<file path="config.mk">
export PLATFORM = sky130hd
export DESIGN_NAME = fir_filter_with_snapshot
export DESIGN_NICKNAME = d
export VERILOG_FILES = /design/src/fws_pkg.sv /design/src/fir_filter_with_snapshot.sv /design/src/fws_cell.sv /design/src/fws_mac.sv
export SDC_FILE = /design/constraint.sdc
export NUM_CORES = 2
export LEC_CHECK = 0
export BUFFER_PORTS_ARGS = -buffer_cell sky130_fd_sc_hd__buf_2
export CORE_ASPECT_RATIO = 1.1
export CORE_MARGIN = 5
export CORE_UTILIZATION = 61
export CTS_CLUSTER_SIZE = 14
export DETAILED_ROUTE_END_ITERATION = 10
export GPL_ROUTABILITY_DRIVEN = 1
export PLACE_DENSITY_LB_ADDON = 0.3
export SYNTH_ARGS = -nofsm -noshare
export SYNTH_HDL_FRONTEND = slang
export SYNTH_SLANG_ARGS = --single-unit
</file>
<file path="constraint.sdc">
create_clock -name clk -period 8.7 [get_ports clk]
set_clock_uncertainty 0.2 [all_clocks]
set_input_delay 1.74 -clock clk [delete_from_list [all_inputs] [get_ports clk]]
set_output_delay 1.74 -clock clk [all_outputs]
set_load 0.01 [all_outputs]
</file>
<file path="src/fws_pkg.sv">
`timescale 1ns / 1ps
package fws_pkg;

	localparam int NUM_TAPS     = 16;
	localparam int SAMPLE_WIDTH = 16;
	localparam int COEF_WIDTH   = 16;
	localparam int PROD_WIDTH   = SAMPLE_WIDTH + COEF_WIDTH;
	localparam int ACC_WIDTH    = 40;
	localparam int IDX_W        = (NUM_TAPS > 1) ? $clog2(NUM_TAPS) : 1;
	localparam int CNT_W        = $clog2(NUM_TAPS + 1);
	localparam int TC_WIDTH     = 5;
	localparam int OP_WIDTH     = 3;
	localparam int CIDX_WIDTH   = 4;

	localparam logic [TC_WIDTH-1:0] TC_RESET = TC_WIDTH'(16);

	localparam logic [OP_WIDTH-1:0] OP_SAMPLE  = 3'd0;
	localparam logic [OP_WIDTH-1:0] OP_FILL    = 3'd1;
	localparam logic [OP_WIDTH-1:0] OP_SAVE    = 3'd2;
	localparam logic [OP_WIDTH-1:0] OP_RESTORE = 3'd3;
	localparam logic [OP_WIDTH-1:0] OP_COEF    = 3'd4;

	typedef logic signed [SAMPLE_WIDTH-1:0] smp_t;
	typedef logic signed [COEF_WIDTH-1:0]   coef_t;
	typedef logic signed [PROD_WIDTH-1:0]   prod_t;
	typedef logic signed [ACC_WIDTH-1:0]    acc_t;

	// per-cell strobes, mutually exclusive except rot_d/rot_c
	typedef struct packed {
		logic rot_d;
		logic rot_c;
		logic wr_d;
		logic save;
		logic restore;
		logic wr_c;
	} fws_cell_ctl_t;

endpackage

</file>
<file path="src/fir_filter_with_snapshot.sv">
`timescale 1ns / 1ps
// Direct-form FIR filter with delay-line snapshot.
// Input channel (in_valid/in_ready) carries op, sample, coef_index, coef_value.
// Output channel (out_valid/out_ready) carries filtered, one transfer per
// sample op; other ops (fill, save, restore, coefficient load) give none and
// finish in the cycle of their input transfer.
// A row of NUM_TAPS cells holds delay line, saved copy and coefficient per tap.
// For a sample the delay data rotates around the first tap_count cells while
// the coefficients rotate around the full row; one shared multiplier and a
// 40-bit accumulator take one tap per cycle. The coefficient row must make a
// full turn, so every sample runs the whole row: accept, rotation through all
// cells, product drain, result handoff. A new sample is taken only once the
// previous one has been handed off.
// The output register decouples the sides: a new input transfer is taken
// while a result still waits for out_ready. If the receiver stalls, the next
// sample result waits in the accumulator until the output register frees.
// Reset clears delay line, snapshot, coefficients and positions, and sets
// tap_count to 16. Write it (cfg_we/cfg_wdata) only while idle; not enforced.
module fir_filter_with_snapshot
	import fws_pkg::*;
(
	input  logic                    clk,
	input  logic                    arst_n,
	input  logic                    cfg_we,
	input  logic [TC_WIDTH-1:0]     cfg_wdata,
	input  logic                    in_valid,
	output logic                    in_ready,
	input  logic [OP_WIDTH-1:0]     op,
	input  smp_t                    sample,
	input  logic [CIDX_WIDTH-1:0]   coef_index,
	input  coef_t                   coef_value,
	output logic                    out_valid,
	input  logic                    out_ready,
	output acc_t                    filtered
);

	typedef enum logic [1:0] {
		ST_IDLE,
		ST_RUN,
		ST_DRAIN,
		ST_DONE
	} state_t;

	state_t              state_q;
	logic [TC_WIDTH-1:0] tap_cnt_q;
	logic [IDX_W-1:0]    wp_q;       // live write position
	logic [IDX_W-1:0]    sp_q;       // saved position
	logic [IDX_W-1:0]    rd_pos_q;   // position of the newest sample for this run
	logic [IDX_W-1:0]    t_q;        // tap counter during rotation
	logic                out_vld_q;
	acc_t                filtered_q;

	logic [CNT_W-1:0]    n_eff;
	logic [IDX_W-1:0]    p_eff;
	logic [IDX_W-1:0]    wp_nxt;
	logic [IDX_W-1:0]    sp_eff;
	logic                xfer_in;
	logic                run;
	logic                tap_act;
	fws_cell_ctl_t       ctl [NUM_TAPS];
	smp_t                d_w [NUM_TAPS];
	coef_t               c_w [NUM_TAPS];
	smp_t                d_nbr [NUM_TAPS];
	coef_t               c_nbr [NUM_TAPS];
	acc_t                acc;

	// tap count clamp: 0 acts as 1, anything above the row length as full row
	always_comb begin
		if (tap_cnt_q == '0) begin
			n_eff = CNT_W'(1);
		end else if (32'(tap_cnt_q) > 32'(NUM_TAPS)) begin
			n_eff = CNT_W'(NUM_TAPS);
		end else begin
			n_eff = CNT_W'(tap_cnt_q);
		end
	end

	// stale positions fold back to zero
	assign p_eff  = (CNT_W'(wp_q) < n_eff) ? wp_q : '0;
	assign sp_eff = (CNT_W'(sp_q) < n_eff) ? sp_q : '0;
	assign wp_nxt = ((CNT_W'(p_eff) + CNT_W'(1)) >= n_eff) ? '0 : (p_eff + IDX_W'(1));

	assign in_ready = (state_q == ST_IDLE);
	assign xfer_in  = in_valid && in_ready;
	assign run      = (state_q == ST_RUN);
	assign tap_act  = run && (CNT_W'(t_q) < n_eff);

	always_comb begin
		for (int k = 0; k < NUM_TAPS; k++) begin
			ctl[k].rot_c   = run;
			ctl[k].rot_d   = tap_act && (CNT_W'(k) < n_eff);
			ctl[k].wr_d    = xfer_in &&
				((op == OP_SAMPLE && IDX_W'(k) == p_eff) ||
				 (op == OP_FILL && CNT_W'(k) < n_eff));
			ctl[k].save    = xfer_in && (op == OP_SAVE) && (CNT_W'(k) < n_eff);
			ctl[k].restore = xfer_in && (op == OP_RESTORE) && (CNT_W'(k) < n_eff);
			ctl[k].wr_c    = xfer_in && (op == OP_COEF) && (32'(coef_index) == k);
		end
	end

	// data rotates upward, wrapping from the last tap in use into cell 0;
	// coefficients rotate downward around the whole row
	always_comb begin
		for (int k = 0; k < NUM_TAPS; k++) begin
			if (k == 0) begin
				d_nbr[k] = d_w[IDX_W'(n_eff - CNT_W'(1))];
			end else begin
				d_nbr[k] = d_w[k-1];
			end
			c_nbr[k] = c_w[(k + 1) % NUM_TAPS];
		end
	end

	for (genvar g = 0; g < NUM_TAPS; g++) begin : g_cell
		fws_cell u_cell (
			.clk        (clk),
			.arst_n     (arst_n),
			.ctl        (ctl[g]),
			.smp        (sample),
			.coef_value (coef_value),
			.d_nbr      (d_nbr[g]),
			.c_nbr      (c_nbr[g]),
			.d          (d_w[g]),
			.c          (c_w[g])
		);
	end

	// after t rotations cell rd_pos holds the sample t steps older than newest,
	// and cell 0 holds coefficient t
	fws_mac u_mac (
		.clk    (clk),
		.arst_n (arst_n),
		.clr    (xfer_in),
		.en     (tap_act),
		.x      (d_w[rd_pos_q]),
		.cf     (c_w[0]),
		.acc    (acc)
	);

	always_ff @(posedge clk or negedge arst_n) begin
		if (!arst_n) begin
			state_q    <= ST_IDLE;
			tap_cnt_q  <= TC_RESET;
			wp_q       <= '0;
			sp_q       <= '0;
			rd_pos_q   <= '0;
			t_q        <= '0;
			out_vld_q  <= 1'b0;
			filtered_q <= '0;
		end else begin
			if (cfg_we) begin
				tap_cnt_q <= cfg_wdata;
			end
			// result handoff into the output register, or plain drain of it
			if (state_q == ST_DONE && (!out_vld_q || out_ready)) begin
				out_vld_q  <= 1'b1;
				filtered_q <= acc;
			end else if (out_vld_q && out_ready) begin
				out_vld_q <= 1'b0;
			end
			case (state_q)
				ST_IDLE: begin
					if (xfer_in) begin
						case (op)
							OP_SAMPLE: begin
								rd_pos_q <= p_eff;
								wp_q     <= wp_nxt;
								t_q      <= '0;
								state_q  <= ST_RUN;
							end
							OP_SAVE: begin
								sp_q <= p_eff;
							end
							OP_RESTORE: begin
								wp_q <= sp_eff;
							end
							default: begin
							end
						endcase
					end
				end
				ST_RUN: begin
					t_q <= t_q + IDX_W'(1);
					if (t_q == IDX_W'(NUM_TAPS - 1)) begin
						state_q <= ST_DRAIN;
					end
				end
				ST_DRAIN: begin
					state_q <= ST_DONE;
				end
				ST_DONE: begin
					if (!out_vld_q || out_ready) begin
						state_q <= ST_IDLE;
					end
				end
				default: begin
					state_q <= ST_IDLE;
				end
			endcase
		end
	end

	assign out_valid = out_vld_q;
	assign filtered  = filtered_q;

endmodule

</file>
<file path="src/fws_cell.sv">
`timescale 1ns / 1ps
module fws_cell
	import fws_pkg::*;
(
	input  logic          clk,
	input  logic          arst_n,
	input  fws_cell_ctl_t ctl,
	input  smp_t          smp,
	input  coef_t         coef_value,
	input  smp_t          d_nbr,
	input  coef_t         c_nbr,
	output smp_t          d,
	output coef_t         c
);

	smp_t  d_q;
	smp_t  s_q;
	coef_t c_q;

	always_ff @(posedge clk or negedge arst_n) begin
		if (!arst_n) begin
			d_q <= '0;
			s_q <= '0;
			c_q <= '0;
		end else begin
			if (ctl.wr_d) begin
				d_q <= smp;
			end else if (ctl.restore) begin
				d_q <= s_q;
			end else if (ctl.rot_d) begin
				d_q <= d_nbr;
			end
			if (ctl.save) begin
				s_q <= d_q;
			end
			if (ctl.wr_c) begin
				c_q <= coef_value;
			end else if (ctl.rot_c) begin
				c_q <= c_nbr;
			end
		end
	end

	assign d = d_q;
	assign c = c_q;

endmodule

</file>
<file path="src/fws_mac.sv">
`timescale 1ns / 1ps
module fws_mac
	import fws_pkg::*;
(
	input  logic  clk,
	input  logic  arst_n,
	input  logic  clr,
	input  logic  en,
	input  smp_t  x,
	input  coef_t cf,
	output acc_t  acc
);

	prod_t prod_s1;
	logic  vld_s1;
	acc_t  acc_q;

	always_ff @(posedge clk or negedge arst_n) begin
		if (!arst_n) begin
			vld_s1 <= 1'b0;
		end else begin
			vld_s1 <= en;
		end
	end

	always_ff @(posedge clk) begin
		prod_s1 <= prod_t'(x) * prod_t'(cf);
		if (clr) begin
			acc_q <= '0;
		end else if (vld_s1) begin
			acc_q <= acc_q + ACC_WIDTH'(prod_s1);
		end
	end

	assign acc = acc_q;

endmodule
</file>
# Word level (Yosys, flattened, before mapping)
# Index checks and enable logic that the tools add are counted.
# classes
add_sub_neg,5
n_mul,1
n_div,0
order_cmp,23
eq_ne,42
n_shift,0
mux,102
bitwise,2
n_reduce_logical,182
# op_table
op,count
16-bit 2-to-1 mux,84
16-bit binary-select mux with 4-bit select,2
1-bit logical AND,119
3-bit nonzero test,16
40-bit by 32-bit adder with 40-bit output,1
"4-bit by 5-bit < comparator with 1-bit output, first input constant",8
2-bit nonzero test,19
"4-bit equality test, second input constant",9
"4-bit equality test, first input constant",8
16-bit by 16-bit multiplier with 32-bit output,1
"3-bit by 5-bit < comparator with 1-bit output, first input constant",4
4-bit 2-to-1 mux,5
1-bit logical OR,17
"3-bit by 4-bit equality test with 1-bit output, first input constant",4
"4-bit by 3-bit equality test with 1-bit output, second input constant",4
4-bit one-hot mux with 2 select lines,2
4-bit by 5-bit < comparator with 1-bit output,3
3-bit AND reduction,4
"5-bit >= comparator, second input constant",2
"1-bit by 5-bit < comparator with 1-bit output, first input constant",2
"2-bit by 5-bit < comparator with 1-bit output, first input constant",2
5-bit 2-to-1 mux,2
4-bit NOT with 5-bit output,2
"4-bit by 1-bit adder with 4-bit output, second input constant",2
23 further kinds,35
# totals
regBits,905
latch_bits,0
mem_bits_rw,0
romBits,0
inputBits,49
wordCells,416
memories,0

# Depth between registers and ports, before layout
# logic_depth
depth_word,11
mapped_depth,28

# Hierarchy
# A second synthesis with hierarchy kept.
# hier_totals
hier_cells,5549
area_unflattened_um2,57780.4
# by_module_without_submodules
mod,n_inst,cells_per_inst,area_per_inst_um2,seq_area_each_um2
fws_cell,16,192,2209.6,1201.2
fws_mac,1,1566,14102.3,1466.4
fir_filter_with_snapshot,1,911,8324.2,1602.8

# Least setup slack after synthesis
# Ideal clock, no wire load.
# synth_path
path_kind,flip-flop to flip-flop
startpoint,register rd_pos_q[0]
endpoint,register u_mac.prod_s1[31]
setup_ns,0.072
t_arrival_ns,7.443
required_ns,8.428
slack_ns,0.985
stages_incl_launch_ff,26
n_path_buf,3
synth_period_minus_slack_ns,7.715
cell_sequence,dfrtp_1 buf_2 buf_1 mux4_2 mux4_2 clkbuf_1 nand2_1 fa_1 fa_1 fa_1 inv_1 fa_1 fa_1 inv_1 fa_1 inv_1 ha_1 a21o_1 a21o_1 a21oi_1 o211ai_1 a2111oi_2 o21ai_0 a31o_2 a21oi_1 xnor2_1
# synth_via
elab_chain_cells,5
# synth_lines
element,line,source
from (decl),fir_filter_with_snapshot.sv:48,logic [IDX_W-1:0] rd_pos_q;
from (signal assigned),fir_filter_with_snapshot.sv:166,rd_pos_q <= p_eff;
4-bit NOT with 5-bit output (implied by the code),fir_filter_with_snapshot.sv:135,".x (d_w[rd_pos_q]),"
16-bit binary-select mux with 4-bit select,fir_filter_with_snapshot.sv:135,
16-bit 2-to-1 mux (implied by the code) (2 in series),fir_filter_with_snapshot.sv:135,
16-bit by 16-bit multiplier with 32-bit output,fws_mac.sv:27,prod_s1 <= prod_t'(x) * prod_t'(cf);
to (signal assigned),fws_mac.sv:27,
to (decl),fws_mac.sv:14,prod_t prod_s1;
# Every way passes these cells. The select of a mux whose other input is x is not followed.
# A chain may end at the register's enable or synchronous reset.

# Worst setup path in the final report
# Same ends and word-level chain as after synthesis.

==> results.txt <==
Status: complete, no violations
Clock Tree Buf Depth: 3
First-pass GRT wire length: 262000 um
Met2 wire len: 79600 um
Largest net degree at the start of global routing: 187
Metal3 WL: 13600 um
Initial DRC Count: 4564
Yosys reg bits: 905
Crit path launch type: flop
Via count: 44000
Predominant post-synthesis flop cell: dfrtp_1
Period minus WS final: 8.35 ns
Vias/cell: 6.37
Synth top area share: 36.6%
CP max stage delay: 0.67 ns
Worst-path clk slew: 0.07 ns
MaxCap Viol Count: 0
Cell Chain, Critical Path: buf_12, mux4_2, mux4_2, and2_1, inv_1, fa_1, inv_1, fa_1, fa_1, fa_1, fa_1, inv_1, fa_1, inv_1, ha_1, and2_1, nor2b_1, or2_2, a2111oi_2, o21ai_0, a31o_2, a21oi_1, xnor2_1
Setup Fix Bufs, Post-CTS: 0
Clk_lat worst skew: 0.70 ns
IO Pins: 91
H-Tree Depth: 3
Synth area leader: dfrtp_1
Area grow syn2layout: 8.57%
TritonCTS clock tree: done
Syn_area_per_cell: 10.1 um^2
Post-route met1 wirelength: 62800 um
Slew @ Worst Pin: 1.39 ns
CP Data Arrival Time: 8.75 ns
# setup viols final: 0
Layout cell share with drive strength beyond 1: 16.2%
WL per Instance: 24.6 um
Worst rel slew slack: 6.68%
Synthesized area: 57000 um^2
Port buffer count: 90
CTS sink cnt: 905
Detailed Routing Iterations Pass 1: 7
Initial antenna violation count: 7
Nets: 6026
Achievable Freq: 120 MHz
Starting Density: 61.5%
Die Y: 330 um
Root Driver: clkbuf_16
Fillers: 7140
Synthesized net count: 6121
Kind of critical path: flop to flop
Die area: 99600 um^2
Critical path fanouts, max: 20
Die Span X: 301 um
Post-CTS Resized: 0
Post-DP HPWL: 119000 um
Placer congestion estimate: 1.04
RSZ-0062 raised after global routing: false
Final hold vios: 0
Crit path top cell by count: fa_1
Setup TNS Final: 0 ns
DRC violations left: 0
FFs w/ async S/R, synth: 92.0%
Rows: 117
Register area share after synthesis: 39.1%
Final Util: 66.7%
Distinct cells, synth: 84
Register-to-register setup slack: 0.35 ns
Ranking of synthesized cells by area: dfrtp_1, fa_1, mux2i_1
GR Util All Layers: 34.2%
Cell count after synthesis: 5664
Hold Crit Class: flop to flop
Core ar.: 92700 um^2
Ys Warns: 0
Final ANT Viol Nets: 0
Fin. max-slew vios: 0
Reg area: 22300 um^2
CTS Buf Count: 93
Final Cycle Share: 96.0%
Vias in the first global route: 43900
Worst setup EP type: flop
Multi-input gate area: 32000 um^2
Hold buffers post-CTS: 0
Final wirelength: 170000 um
Crit path required time: 9.10 ns
Top Metal Used: met5
Slowest library cell on the worst path: mux4_2
Number of synthesized flops with an enable pin: 0
Gr ovfl total: 0
## metal layers
metal / track usage (%) / vias up
li1: - / 19300
met1: 43.0 / 21900
met2: 54.9 / 2091
met3: 6.65 / 670
met4: 21.2 / 2
met5: 0 / -
## worst max-delay path, delay by kind of cell (launching register included)
family / cells / cell delay, ns
muxes: 2 / 1.22
DFF: 1 / 0.54
and+or+nand+nor: 4 / 0.91
xor gates and xnor gates: 1 / 0.13
buffers and inverters: 5 / 0.63
adders and majority gates: 7 / 3.36
AOI/OAI and AO/OA: 4 / 1.23
## Yosys cell counts (all sizes together), types with 4 or more instances
master and instances:
xnor2 45, mux4 144, nor4 5, nor2b 20, o31ai 4, inv 325
a41oi 4, nand3 159, or2 6, o22ai 49, a311oi 4, nor2 252
and2 131, xor2 18, o211ai 8, o21a 9, fa 263, nand4 12
a31oi 11, buf 99, a2111oi 5, or3 7, ha 145, nor3 42
o21bai 8, a211oi 34, nand2b 18, a21oi 196, nand2 837, and3 8
mux2i 419, clkbuf 301, dfrtp 832, o21ai 735, mux2 330, a21o 64
dfxtp 72
## stage by stage
step	worst slack (ns)	cells	cell area, um^2	hold slack [ns]
5_1_grt	0.110	6896	61800	0.304
2_1_floorplan	0.985	5664	57000	0.240
6_report	0.351	6902	61800	0.280
4_1_cts	0.340	6891	61800	0.283
3_3_place_gp	0.571	6718	58500	0.257
3_5_place_dp	0.415	6718	58500	0.266
## cell families (layout without fill, tap and decap cells)
group	after synthesis	in the layout	synth area share (%)
AO/OA/AOI/OAI	1160	1160	11.3
XOR/XNOR	63	63	0.969
adder cells (fa/ha/maj)	408	408	12.4
buffers and inverters	725	708	4.99
flip-flops	905	905	39.1
multiplexers	893	893	19.6
other	0	6	0
AND/OR/NAND/NOR	1510	1510	11.5
## path summary, 6_finish.rpt
kind,start,end,cells after the start
max in group asynchronous,arst_n,g_cell[0].u_cell.c[14],3
max,rd_pos_q[0],u_mac.prod_s1[31],23
min,u_mac.acc[39],u_mac.acc[39],2
min reg2reg,u_mac.acc[39],u_mac.acc[39],2
max reg2reg,rd_pos_q[0],u_mac.prod_s1[31],23
min in group asynchronous,arst_n,g_cell[10].u_cell.d[7],1
## cell usage in the layout (no fill, tap or decap), types with 9 or more instances in the layout
cell,synthesis,final
nand3_1,159,159
nor2b_1,20,20
nand2b_1,18,18
mux2_4,10,10
dfxtp_1,72,72
inv_1,323,323
fa_1,263,263
bufinv_16,0,12
buf_2,69,89
buf_4,7,115
o22ai_2,4,9
clkbuf_16,0,95
a21o_1,64,64
o21a_1,9,9
a21oi_1,193,192
dfrtp_1,832,830
nor2_1,248,227
and2_1,131,130
ha_1,145,143
nand4_1,12,12
mux2_2,314,314
clkinv_2,0,17
nor3_1,34,29
xnor2_1,45,44
a211oi_1,34,34
nor3_2,8,11
o21ai_1,21,22
xor2_1,18,18
clkbuf_1,301,19
mux4_2,144,144
clkbuf_8,0,16
mux2i_1,419,419
a31oi_1,10,10
o21ai_0,714,712
nand2_1,836,834
nor2_2,3,24
o22ai_1,45,40
## state kept, by name, summed over array words and instances, names as in the netlist
register           count
u_mac.vld_s1           1
sp_q                   4
rd_pos_q               4
wp_q                   4
filtered              40
g_cell.u_cell.c      256
u_mac.prod_s1         32
state_q                2
out_valid              1
t_q                    4
g_cell.u_cell.d      256
u_mac.acc             40
tap_cnt_q              5
g_cell.u_cell.s_q    256
## area by class of cell
type	instances	area share [%]
Inverter	325	1.98
Clock inverter	43	0.996
Antenna cell	6	0.0243
Timing Repair Buffer	210	2.30
Clock buffer	130	4.32
Tap cell	1249	2.53
Sequential cell	905	36.1
Multi-Input combinational cell	4034	51.8
Power is left out: the tool's default activity adds up to more than one toggle a clock period on the data nets, which glitch-free logic cannot reach.
